File: config.mk
export PLATFORM = sky130hd
export DESIGN_NAME = task_table_hyperperiod
export DESIGN_NICKNAME = d
export VERILOG_FILES = /design/src/design/tth_pkg.sv /design/src/design/tth_ram.sv /design/src/design/tth_lcm.sv /design/src/design/task_table_hyperperiod.sv
export SDC_FILE = /design/constraint.sdc
export NUM_CORES = 2
export LEC_CHECK = 0
export ABC_AREA = 1
export BUFFER_PORTS_ARGS = -buffer_cell sky130_fd_sc_hd__clkbuf_2
export CAP_MARGIN = 10
export CORE_ASPECT_RATIO = 1.4
export CORE_MARGIN = 5
export CORE_UTILIZATION = 43
export DETAILED_ROUTE_END_ITERATION = 12
export HOLD_SLACK_MARGIN = 0.02
export SKIP_LAST_GASP = 1
export SYNTH_ARGS = -nofsm -noshare
export SYNTH_HDL_FRONTEND = slang
export SYNTH_SLANG_ARGS = --single-unit
File: constraint.sdc
create_clock -name clk_i -period 15.48 [get_ports clk_i]
set_input_delay 2.322 -clock clk_i [delete_from_list [all_inputs] [get_ports clk_i]]
set_output_delay 2.322 -clock clk_i [all_outputs]
set_load 0.05 [all_outputs]
File: src/design/tth_pkg.sv
// Package for the task table: types, codes and defaults used by the top level and the LCM unit.
`default_nettype none
package tth_pkg;

  // Default size of the task table.
  localparam int unsigned MaxTasks = 32;

  // Largest hyperperiod value, 2^63-1.
  localparam logic [62:0] HpMax = {63{1'b1}};

  // Request codes.
  localparam logic ReqAdd    = 1'b0;
  localparam logic ReqRemove = 1'b1;

  // Configuration register indexes.
  typedef enum logic {
    CFG_CORE_ID  = 1'b0,
    CFG_EMPTY_HP = 1'b1
  } cfg_idx_e;

  // Result status codes.
  typedef enum logic [2:0] {
    ST_ADDED     = 3'd0,
    ST_DUPLICATE = 3'd1,
    ST_WRONG     = 3'd2,
    ST_FULL      = 3'd3,
    ST_REMOVED   = 3'd4,
    ST_NOT_FOUND = 3'd5
  } status_e;

  // Input item.
  typedef struct packed {
    logic        req_type;
    logic [15:0] task_id;
    logic [7:0]  task_core;
    logic [31:0] task_period;
  } tth_in_t;

  // Result item.
  typedef struct packed {
    status_e     status;
    logic [62:0] hyperperiod;
    logic        overflow;
    logic [5:0]  task_count;
  } tth_out_t;

  // Result of one LCM step from the arithmetic unit.
  typedef struct packed {
    logic        done;
    logic        ovf;
    logic [62:0] value;
  } lcm_res_t;

endpackage
`default_nettype wire

File: src/design/tth_ram.sv
// Generic single-port-write, single-port-read RAM with registered read data.
`default_nettype none
module tth_ram #(
  parameter int unsigned Width = 48,
  parameter int unsigned Depth = 32,
  localparam int unsigned AddrW = (Depth > 1) ? $clog2(Depth) : 1
) (
  input  wire logic             clk_i,
  input  wire logic             we_i,
  input  wire logic [AddrW-1:0] waddr_i,
  input  wire logic [Width-1:0] wdata_i,
  input  wire logic [AddrW-1:0] raddr_i,
  output logic      [Width-1:0] rdata_o
);

  logic [Width-1:0] mem_q [Depth];

  // Write port and registered read port.
  always_ff @(posedge clk_i) begin
    if (we_i) begin
      mem_q[waddr_i] <= wdata_i;
    end
    rdata_o <= mem_q[raddr_i];
  end

endmodule
`default_nettype wire

File: src/design/tth_lcm.sv
// Iterative LCM step: binary gcd, restoring divide and shift-add multiply.
`default_nettype none
module tth_lcm
  import tth_pkg::*;
(
  input  wire logic        clk_i,
  input  wire logic        rst_ni,
  input  wire logic        start_i,
  input  wire logic [62:0] acc_i,
  input  wire logic [31:0] per_i,
  output lcm_res_t         res_o
);

  typedef enum logic [1:0] {L_IDLE, L_GCD, L_DIV, L_MUL} lstate_e;

  lstate_e     state_q, state_d;
  logic [62:0] acc_q, acc_d;
  logic [31:0] per_q, per_d;
  logic [62:0] a_q, a_d;
  logic [31:0] b_q, b_d;
  logic [5:0]  k_q, k_d;
  logic [31:0] g_q, g_d;
  logic [62:0] n_q, n_d;
  logic [31:0] rem_q, rem_d;
  logic [94:0] mc_q, mc_d;
  logic [94:0] pr_q, pr_d;
  logic [31:0] mp_q, mp_d;
  logic [5:0]  cnt_q, cnt_d;
  lcm_res_t    res_q, res_d;
  logic [32:0] rem_sh;
  logic        ge;
  logic [31:0] g_w;

  // Gcd once one operand reaches zero, with the common power of two restored.
  assign g_w = (a_q == 63'd0) ? (b_q << k_q) : (a_q[31:0] << k_q);

  // Restoring divide step.
  assign rem_sh = {rem_q, n_q[62]};
  assign ge     = (rem_sh >= {1'b0, g_q});

  always_comb begin
    state_d = state_q;
    acc_d   = acc_q;
    per_d   = per_q;
    a_d     = a_q;
    b_d     = b_q;
    k_d     = k_q;
    g_d     = g_q;
    n_d     = n_q;
    rem_d   = rem_q;
    mc_d    = mc_q;
    pr_d    = pr_q;
    mp_d    = mp_q;
    cnt_d   = cnt_q;
    res_d   = res_q;
    res_d.done = 1'b0;
    unique case (state_q)
      L_IDLE: begin
        if (start_i) begin
          acc_d   = acc_i;
          per_d   = per_i;
          a_d     = acc_i;
          b_d     = per_i;
          k_d     = '0;
          state_d = L_GCD;
        end
      end
      L_GCD: begin
        // One Stein step per cycle.
        if (a_q == 63'd0 || b_q == 32'd0) begin
          g_d     = g_w;
          n_d     = acc_q;
          rem_d   = '0;
          cnt_d   = '0;
          state_d = L_DIV;
        end else if (!a_q[0] && !b_q[0]) begin
          a_d = a_q >> 1;
          b_d = b_q >> 1;
          k_d = k_q + 6'd1;
        end else if (!a_q[0]) begin
          a_d = a_q >> 1;
        end else if (!b_q[0]) begin
          b_d = b_q >> 1;
        end else if (a_q >= {31'd0, b_q}) begin
          a_d = a_q - {31'd0, b_q};
        end else begin
          b_d = b_q - a_q[31:0];
        end
      end
      L_DIV: begin
        // One quotient bit per cycle; the remainder stays below the gcd.
        rem_d = ge ? 32'(rem_sh - {1'b0, g_q}) : rem_sh[31:0];
        n_d   = {n_q[61:0], ge};
        cnt_d = cnt_q + 6'd1;
        if (cnt_q == 6'd62) begin
          mc_d    = {32'd0, n_q[61:0], ge};
          pr_d    = '0;
          mp_d    = per_q;
          cnt_d   = '0;
          state_d = L_MUL;
        end
      end
      L_MUL: begin
        // One multiplier bit per cycle.
        if (mp_q[0]) begin
          pr_d = pr_q + mc_q;
        end
        mc_d  = mc_q << 1;
        mp_d  = mp_q >> 1;
        cnt_d = cnt_q + 6'd1;
        if (cnt_q == 6'd31) begin
          res_d.done  = 1'b1;
          res_d.ovf   = |pr_d[94:63];
          res_d.value = (|pr_d[94:63]) ? HpMax : pr_d[62:0];
          state_d     = L_IDLE;
        end
      end
      default: state_d = L_IDLE;
    endcase
  end

  // Sequencer state and result register.
  always_ff @(posedge clk_i or negedge rst_ni) begin
    if (!rst_ni) begin
      state_q <= L_IDLE;
      res_q   <= '0;
    end else begin
      state_q <= state_d;
      res_q   <= res_d;
    end
  end

  // Datapath registers.
  always_ff @(posedge clk_i) begin
    acc_q <= acc_d;
    per_q <= per_d;
    a_q   <= a_d;
    b_q   <= b_d;
    k_q   <= k_d;
    g_q   <= g_d;
    n_q   <= n_d;
    rem_q <= rem_d;
    mc_q  <= mc_d;
    pr_q  <= pr_d;
    mp_q  <= mp_d;
    cnt_q <= cnt_d;
  end

  assign res_o = res_q;

endmodule
`default_nettype wire

File: src/design/task_table_hyperperiod.sv
// Top level of the periodic task table with hyperperiod tracking.
//
//  channel | signals                         | direction
//  in      | in_valid_i, in_ready_o, in_data_i | item in
//  out     | out_valid_o, out_ready_i, out_data_o | item out
//  cfg     | cfg_we_i, cfg_idx_i, cfg_wdata_i  | register write
//
// One item at a time. An add scans all MAX_TASKS entries; once it stores the
// item, the hyperperiod is refolded over the valid entries with the iterative
// gcd, divide and multiply unit. A remove scans and refolds the same way. A
// wrong-core add skips the scan and goes straight to the result. Reset clears
// the valid bits at once; no clearing pass. A finished result waits in the
// output register while out_ready_i is low.
`default_nettype none
module task_table_hyperperiod
  import tth_pkg::*;
#(
  parameter int unsigned MAX_TASKS = MaxTasks
) (
  input  wire logic        clk_i,
  input  wire logic        rst_ni,
  input  wire logic        in_valid_i,
  output logic             in_ready_o,
  input  wire tth_in_t     in_data_i,
  output logic             out_valid_o,
  input  wire logic        out_ready_i,
  output tth_out_t         out_data_o,
  input  wire logic        cfg_we_i,
  input  wire logic        cfg_idx_i,
  input  wire logic [31:0] cfg_wdata_i
);

  localparam int unsigned AW = (MAX_TASKS > 1) ? $clog2(MAX_TASKS) : 1;
  localparam int unsigned IW = AW + 1;
  localparam int unsigned CW = $clog2(MAX_TASKS + 1);
  localparam logic [IW-1:0] LastIdx = IW'(MAX_TASKS);

  typedef enum logic [2:0] {
    S_IDLE, S_SRD, S_SCHK, S_FRD, S_FCHK, S_LCM, S_DONE
  } state_e;

  state_e           state_q, state_d;
  tth_in_t          req_q, req_d;
  logic [MAX_TASKS-1:0] valid_q, valid_d;
  logic [IW-1:0]    idx_q, idx_d;
  logic [AW-1:0]    free_q, free_d;
  logic             free_ok_q, free_ok_d;
  logic             hit_q, hit_d;
  logic [CW-1:0]    count_q, count_d;
  logic [62:0]      acc_q, acc_d;
  logic             any_q, any_d;
  logic             fovf_q, fovf_d;
  logic [62:0]      hp_q, hp_d;
  logic             ovf_q, ovf_d;
  status_e          status_q, status_d;
  logic [7:0]       core_id_q;
  logic [31:0]      empty_hp_q;
  logic             out_valid_q, out_valid_d;
  tth_out_t         out_q, out_d;
  logic             we;
  logic [AW-1:0]    ram_addr;
  logic [47:0]      rdata;
  logic             lcm_start;
  lcm_res_t         lcm_res;
  logic [31:0]      rd_per;
  logic [15:0]      rd_id;
  logic             cur_valid;

  assign ram_addr  = idx_q[AW-1:0];
  assign rd_id     = rdata[47:32];
  assign rd_per    = rdata[31:0];
  assign cur_valid = valid_q[ram_addr];

  // Entry store: id and period of each slot.
  tth_ram #(
    .Width (48),
    .Depth (MAX_TASKS)
  ) u_entries (
    .clk_i   (clk_i),
    .we_i    (we),
    .waddr_i (free_d),
    .wdata_i ({req_q.task_id, req_q.task_period}),
    .raddr_i (ram_addr),
    .rdata_o (rdata)
  );

  // Shared LCM arithmetic.
  tth_lcm u_lcm (
    .clk_i   (clk_i),
    .rst_ni  (rst_ni),
    .start_i (lcm_start),
    .acc_i   (acc_q),
    .per_i   (rd_per),
    .res_o   (lcm_res)
  );

  assign in_ready_o = (state_q == S_IDLE);

  // Request sequencer: scan, update, refold, deliver.
  always_comb begin
    state_d     = state_q;
    req_d       = req_q;
    valid_d     = valid_q;
    idx_d       = idx_q;
    free_d      = free_q;
    free_ok_d   = free_ok_q;
    hit_d       = hit_q;
    count_d     = count_q;
    acc_d       = acc_q;
    any_d       = any_q;
    fovf_d      = fovf_q;
    hp_d        = hp_q;
    ovf_d       = ovf_q;
    status_d    = status_q;
    out_valid_d = out_valid_q;
    out_d       = out_q;
    we          = 1'b0;
    lcm_start   = 1'b0;
    if (out_valid_q && out_ready_i) begin
      out_valid_d = 1'b0;
    end
    unique case (state_q)
      S_IDLE: begin
        if (in_valid_i) begin
          req_d     = in_data_i;
          idx_d     = '0;
          hit_d     = 1'b0;
          free_ok_d = 1'b0;
          if (in_data_i.req_type == ReqAdd && in_data_i.task_core != core_id_q) begin
            status_d = ST_WRONG;
            state_d  = S_DONE;
          end else begin
            state_d = S_SRD;
          end
        end
      end
      S_SRD: begin
        // Read address is idx_q; data shows up next cycle.
        state_d = S_SCHK;
      end
      S_SCHK: begin
        if (cur_valid && rd_id == req_q.task_id) begin
          hit_d = 1'b1;
          if (req_q.req_type == ReqRemove) begin
            valid_d[ram_addr] = 1'b0;
            count_d           = count_d - CW'(1);
          end
        end else if (!cur_valid && !free_ok_q) begin
          free_d    = ram_addr;
          free_ok_d = 1'b1;
        end
        idx_d = idx_q + IW'(1);
        if (idx_q + IW'(1) == LastIdx) begin
          idx_d  = '0;
          any_d  = 1'b0;
          fovf_d = 1'b0;
          if (req_q.req_type == ReqRemove) begin
            status_d = (hit_d) ? ST_REMOVED : ST_NOT_FOUND;
            state_d  = S_FRD;
          end else if (hit_d) begin
            status_d = ST_DUPLICATE;
            state_d  = S_DONE;
          end else if (!free_ok_d) begin
            status_d = ST_FULL;
            state_d  = S_DONE;
          end else begin
            we              = 1'b1;
            valid_d[free_d] = 1'b1;
            count_d         = count_q + CW'(1);
            status_d        = ST_ADDED;
            state_d         = S_FRD;
          end
        end else begin
          state_d = S_SRD;
        end
      end
      S_FRD: begin
        // Skip free slots; close the fold after the last slot.
        if (idx_q == LastIdx) begin
          hp_d    = any_q ? acc_q : {31'd0, empty_hp_q};
          ovf_d   = any_q & fovf_q;
          state_d = S_DONE;
        end else if (!cur_valid) begin
          idx_d = idx_q + IW'(1);
        end else begin
          state_d = S_FCHK;
        end
      end
      S_FCHK: begin
        if (!any_q) begin
          acc_d   = {31'd0, rd_per};
          any_d   = 1'b1;
          idx_d   = idx_q + IW'(1);
          state_d = S_FRD;
        end else if (fovf_q) begin
          idx_d   = idx_q + IW'(1);
          state_d = S_FRD;
        end else if (acc_q == 63'd0 || rd_per == 32'd0) begin
          acc_d   = '0;
          idx_d   = idx_q + IW'(1);
          state_d = S_FRD;
        end else begin
          lcm_start = 1'b1;
          state_d   = S_LCM;
        end
      end
      S_LCM: begin
        if (lcm_res.done) begin
          acc_d   = lcm_res.value;
          fovf_d  = lcm_res.ovf;
          idx_d   = idx_q + IW'(1);
          state_d = S_FRD;
        end
      end
      S_DONE: begin
        // Load the output register once it is free.
        if (!out_valid_q || out_ready_i) begin
          out_d.status      = status_q;
          out_d.hyperperiod = hp_q;
          out_d.overflow    = ovf_q;
          out_d.task_count  = 6'(count_q);
          out_valid_d       = 1'b1;
          state_d           = S_IDLE;
        end
      end
      default: state_d = S_IDLE;
    endcase
  end

  // Control state, table flags and configuration registers.
  always_ff @(posedge clk_i or negedge rst_ni) begin
    if (!rst_ni) begin
      state_q     <= S_IDLE;
      valid_q     <= '0;
      count_q     <= '0;
      hp_q        <= '0;
      ovf_q       <= 1'b0;
      out_valid_q <= 1'b0;
      core_id_q   <= '0;
      empty_hp_q  <= '0;
    end else begin
      state_q     <= state_d;
      valid_q     <= valid_d;
      count_q     <= count_d;
      hp_q        <= hp_d;
      ovf_q       <= ovf_d;
      out_valid_q <= out_valid_d;
      if (cfg_we_i) begin
        unique case (cfg_idx_e'(cfg_idx_i))
          CFG_CORE_ID:  core_id_q  <= cfg_wdata_i[7:0];
          CFG_EMPTY_HP: empty_hp_q <= cfg_wdata_i;
          default:      core_id_q  <= core_id_q;
        endcase
      end
    end
  end

  // Working registers of the current request.
  always_ff @(posedge clk_i) begin
    req_q     <= req_d;
    idx_q     <= idx_d;
    free_q    <= free_d;
    free_ok_q <= free_ok_d;
    hit_q     <= hit_d;
    acc_q     <= acc_d;
    any_q     <= any_d;
    fovf_q    <= fovf_d;
    status_q  <= status_d;
    out_q     <= out_d;
  end

  assign out_valid_o = out_valid_q;
  assign out_data_o  = out_q;

endmodule
`default_nettype wire
==> results.json <==
{
  "outcome": "completed",
  "number_of_antenna_violations_at_the_first_check_in_global_routing": 11,
  "setup.worst_path.end_class": "register",
  "syn_avg_cell_area_um2": 10.2,
  "holdWs_ps": 431,
  "fin_worst_skew_ps": 69.0,
  "cts-hold-fix-buffers": 0,
  "synth_simple_gate_area_share_pct": 15.7,
  "chipHeight_um": 631,
  "tritoncts.num_buffers": 267,
  "max_freq_mhz": 155,
  "drc": 0,
  "crit_path_max_incr_delay_ps": 790,
  "dominantRegCellSynth": "sky130_fd_sc_hd__edfxtp_1",
  "fraction_of_layout_instances_using_a_drive_strength_above_1_pct": 8.51,
  "weighted_congestion_at_the_end_of_routability_driven_global_placement": 1.06,
  "yosys-mux-area-fraction_pct": 0.245,
  "p_per_area_nw_per_um2": 229,
  "htree_num_levels": 5,
  "insertion_delay_ps": 880,
  "post_cts.resized_instances": 0,
  "nets": 12000,
  "cts_tree": "built",
  "ys_top_cells_by_area": "sky130_fd_sc_hd__edfxtp_1 58%, sky130_fd_sc_hd__nand2_1 7.4%, sky130_fd_sc_hd__nor2_1 4.7%, sky130_fd_sc_hd__o21ai_0 4.7%, sky130_fd_sc_hd__dfrtp_1 4.5%",
  "master_of_the_slowest_instance_on_the_critical_path": "sky130_fd_sc_hd__nor2_4",
  "ys_types": 60,
  "grt_pass1_wl_mm": 581,
  "combinational_family_with_the_most_area_after_synthesis": "simple AND/OR/NAND/NOR gates",
  "postRouteAntennaNets": 0,
  "maxCapViolations": 0,
  "cellLeakagePower_nw": 51.1,
  "report.final.slew_viol_count": 0,
  "clockBufferDepth": 4,
  "irDropWorstVdd_v": 0.000198,
  "rsz0062_at_grt": "no",
  "totalWireLength_mm": 404,
  "post_synthesis_instance_area_um2": 118000,
  "postSynthNetCount": 11900,
  "grt_util_all_layers_pct": 27.5,
  "cts.clk_slew.worst_paths_ps": 70,
  "grt_start_max_net_pins": 193,
  "postCtsSetupBuffers": 0,
  "floorplan.rows": 228,
  "fp.coreArea_um2": 275000,
  "max_slew.worst_pin.slew_ps": 1430,
  "critical_path.top_delay_family": "simple AND/OR/NAND/NOR gates",
  "grt_pass1_vias": 86500,
  "fillers": 25400,
  "cp_data_required_time_ps": 15920,
  "start_kind": "register",
  "synth_xor_xnor_area_share_pct": 1.49,
  "min_period_ps": 6460,
  "cp.buffers_inverters": 5,
  "synthCells": 11600,
  "via_per_inst": 5.59,
  "yosysWarningCount": 0,
  "place.detailed.hpwl_mm": 277,
  "synth_area_leader_cell": "sky130_fd_sc_hd__edfxtp_1",
  "hold_viol": 0,
  "floorplan.initialDensity_pct": 43.1,
  "routed_wire_length_per_instance_um": 26.0,
  "setup-tns-final_ps": 0,
  "drt_iter0_markers": 8042,
  "cp_cell_sequence": "inv_1, nand2_1, clkinv_2, nand2_1, nand2_1, nor2_2, nand4_2, nand2_2, inv_2, nor2_2, nand3_1, inv_2, nand2_1, nor2_2, nand2_2, nor2_4, buf_4",
  "max-slew-margin-rel_pct": 3.62,
  "async_flop_share_pct": 8.35,
  "place.port_buffers": 169,
  "die_area_um2": 286000,
  "synthesized_area_fraction_occupied_by_adder_cells_pct": 2.23,
  "period_share_pct": 41.7,
  "cp_data_arrival_time_ps": 6900,
  "finalCoreUtilization_pct": 48.1,
  "crit_path_max_fanout": 35,
  "preCtsSetupSlack_ps": 9070,
  "chipWidth_um": 454,
  "seq_area_frac_synth_pct": 63.3,
  "firstDrtPassIters": 7,
  "cpMostUsedCell": "sky130_fd_sc_hd__nand2_1",
  "cts_sinks": 2551,
  "finalWorstSetupSlack_ps": 9020,
  "layout-area-overhead-vs-synth_pct": 11.8,
  "pin_count": 170,
  "cts_root_buffer": "sky130_fd_sc_hd__clkbuf_16",
  "final_setup_vio_count": 0,
  "min_path_type": "reg2reg",
  "routed-via-count": 87000,
  "synth_enable_flop_cells": 2285,
  "ys_ff_latch": 2551,
  "synth_compound_gate_area_share_pct": 11.5,
  "synth_largest_type_area_fraction_pct": 57.9,
  "globalRoute.totalOverflow": 0,
  "criticalPathCategory": "reg2reg"
}
kinds of logic after synthesis:
logic type                 after synthesis
AOI/OAI and AO/OA                     2358
xor gates and xnor gates               201
adders and majority gates              209
buffers and inverters                 1700
DFF                                   2551
muxes                                   26
and+or+nand+nor                       4578
Yosys cell counts (all sizes together) (2+ instances only):
library cell and count:
a211oi 6, a21boi 21, a21o 14, a21oi 394, a221oi 94, a22o 99, a22oi 34, a31oi 41
and2 2, and3 3, buf 66, clkbuf 488, clkinv 4, dfrtp 213, dfxtp 53, edfxtp 2285
fa 4, ha 205, inv 1142, mux2 24, mux2i 2, nand2 2338, nand3 454, nand3b 4
nand4 65, nor2 1515, nor3 52, nor3b 2, nor4 47, o2111ai 2, o211ai 42, o21a 16
o21ai 1136, o21bai 16, o221ai 7, o22a 2, o22ai 393, o31ai 37, or2 96, xnor2 104
xor2 97
cells in the final DEF, fill, tap and decap left out, drive strengths merged, types with 104 or more instances in the layout:
master,count
buf,166
ha,205
xnor2,104
a21oi,394
inv,1159
nand2,2338
clkbuf,516
dfrtp,213
edfxtp,2285
nor2,1515
nand3,454
o21ai,1136
o22ai,393
routing by layer:
metal / global-route usage (%) / wire [um] / vias to the layer above
met5: 0 / 22 / -
met4: 18.3 / 32500 / 4
met3: 3.79 / 21600 / 1016
met2: 50.0 / 210000 / 3236
met1: 29.6 / 140000 / 42500
li1: - / - / 40200
final timing paths:
kind	start	endpoint	slack (ps)	cells past startpoint
worst min-delay path	hp_q[11]$_DFFE_PN0P_	out_data_o[18]$_DFFE_PP_	430	0
worst max register to register	idx_q[2]$_SDFFCE_PN0P_	u_entries.mem_q[22][16]$_DFFE_PP_	9020	17
worst max-delay path	idx_q[2]$_SDFFCE_PN0P_	u_entries.mem_q[22][16]$_DFFE_PP_	9020	17
max in group asynchronous	rst_ni	count_q[1]$_DFFE_PN0P_	12680	2
worst min register to register	hp_q[11]$_DFFE_PN0P_	out_data_o[18]$_DFFE_PP_	430	0
min in group asynchronous	rst_ni	u_lcm.res_o[14]$_DFFE_PN0P_	1380	1
stage by stage:
stage	cells	cell area, um^2	total power, mW
after global routing	15600	132000	31.9
after global placement	15100	123000	23.5
after detailed placement	15100	123000	23.6
final	15600	132000	30.3
after CTS	15600	132000	30.2
after floorplan	11600	118000	18.5
state kept, by name, indices dropped and copies added (netlist names), 32 cells and up:
name	count
u_entries.rdata_o	48
u_lcm.acc_q	63
u_lcm.a_q	63
hp_q	63
empty_hp_q	32
u_lcm.g_q	32
req_q	49
u_lcm.b_q	32
valid_q	32
u_lcm.rem_q	32
acc_q	63
u_lcm.mc_q	95
u_lcm.per_q	32
u_lcm.mp_q	32
u_lcm.pr_q	95
u_lcm.n_q	63
u_entries.mem_q	1536
out_data_o	73
u_lcm.res_o	65
where the power goes:
group          leakage, nW  internal (mW)  switching (mW)
combinational         22.6           3.72            9.90
sequential            24.2           9.12           0.894
clock                 4.35           3.92            2.74
total                 51.1           16.8            13.5
layout make-up:
class | count | area [um^2] | share of cell area [%]
Inverter | 1146 | 4330 | 3.27
Multi-Input combinational cell | 7372 | 37300 | 28.2
Tap cell | 3680 | 4600 | 3.48
Clock buffer | 348 | 7320 | 5.53
Antenna cell | 8 | 20.0 | 0.0151
Sequential cell | 2551 | 75000 | 56.7
Clock inverter | 128 | 1590 | 1.20
Timing Repair Buffer | 334 | 2240 | 1.69
(Power assumes the default switching activity.)
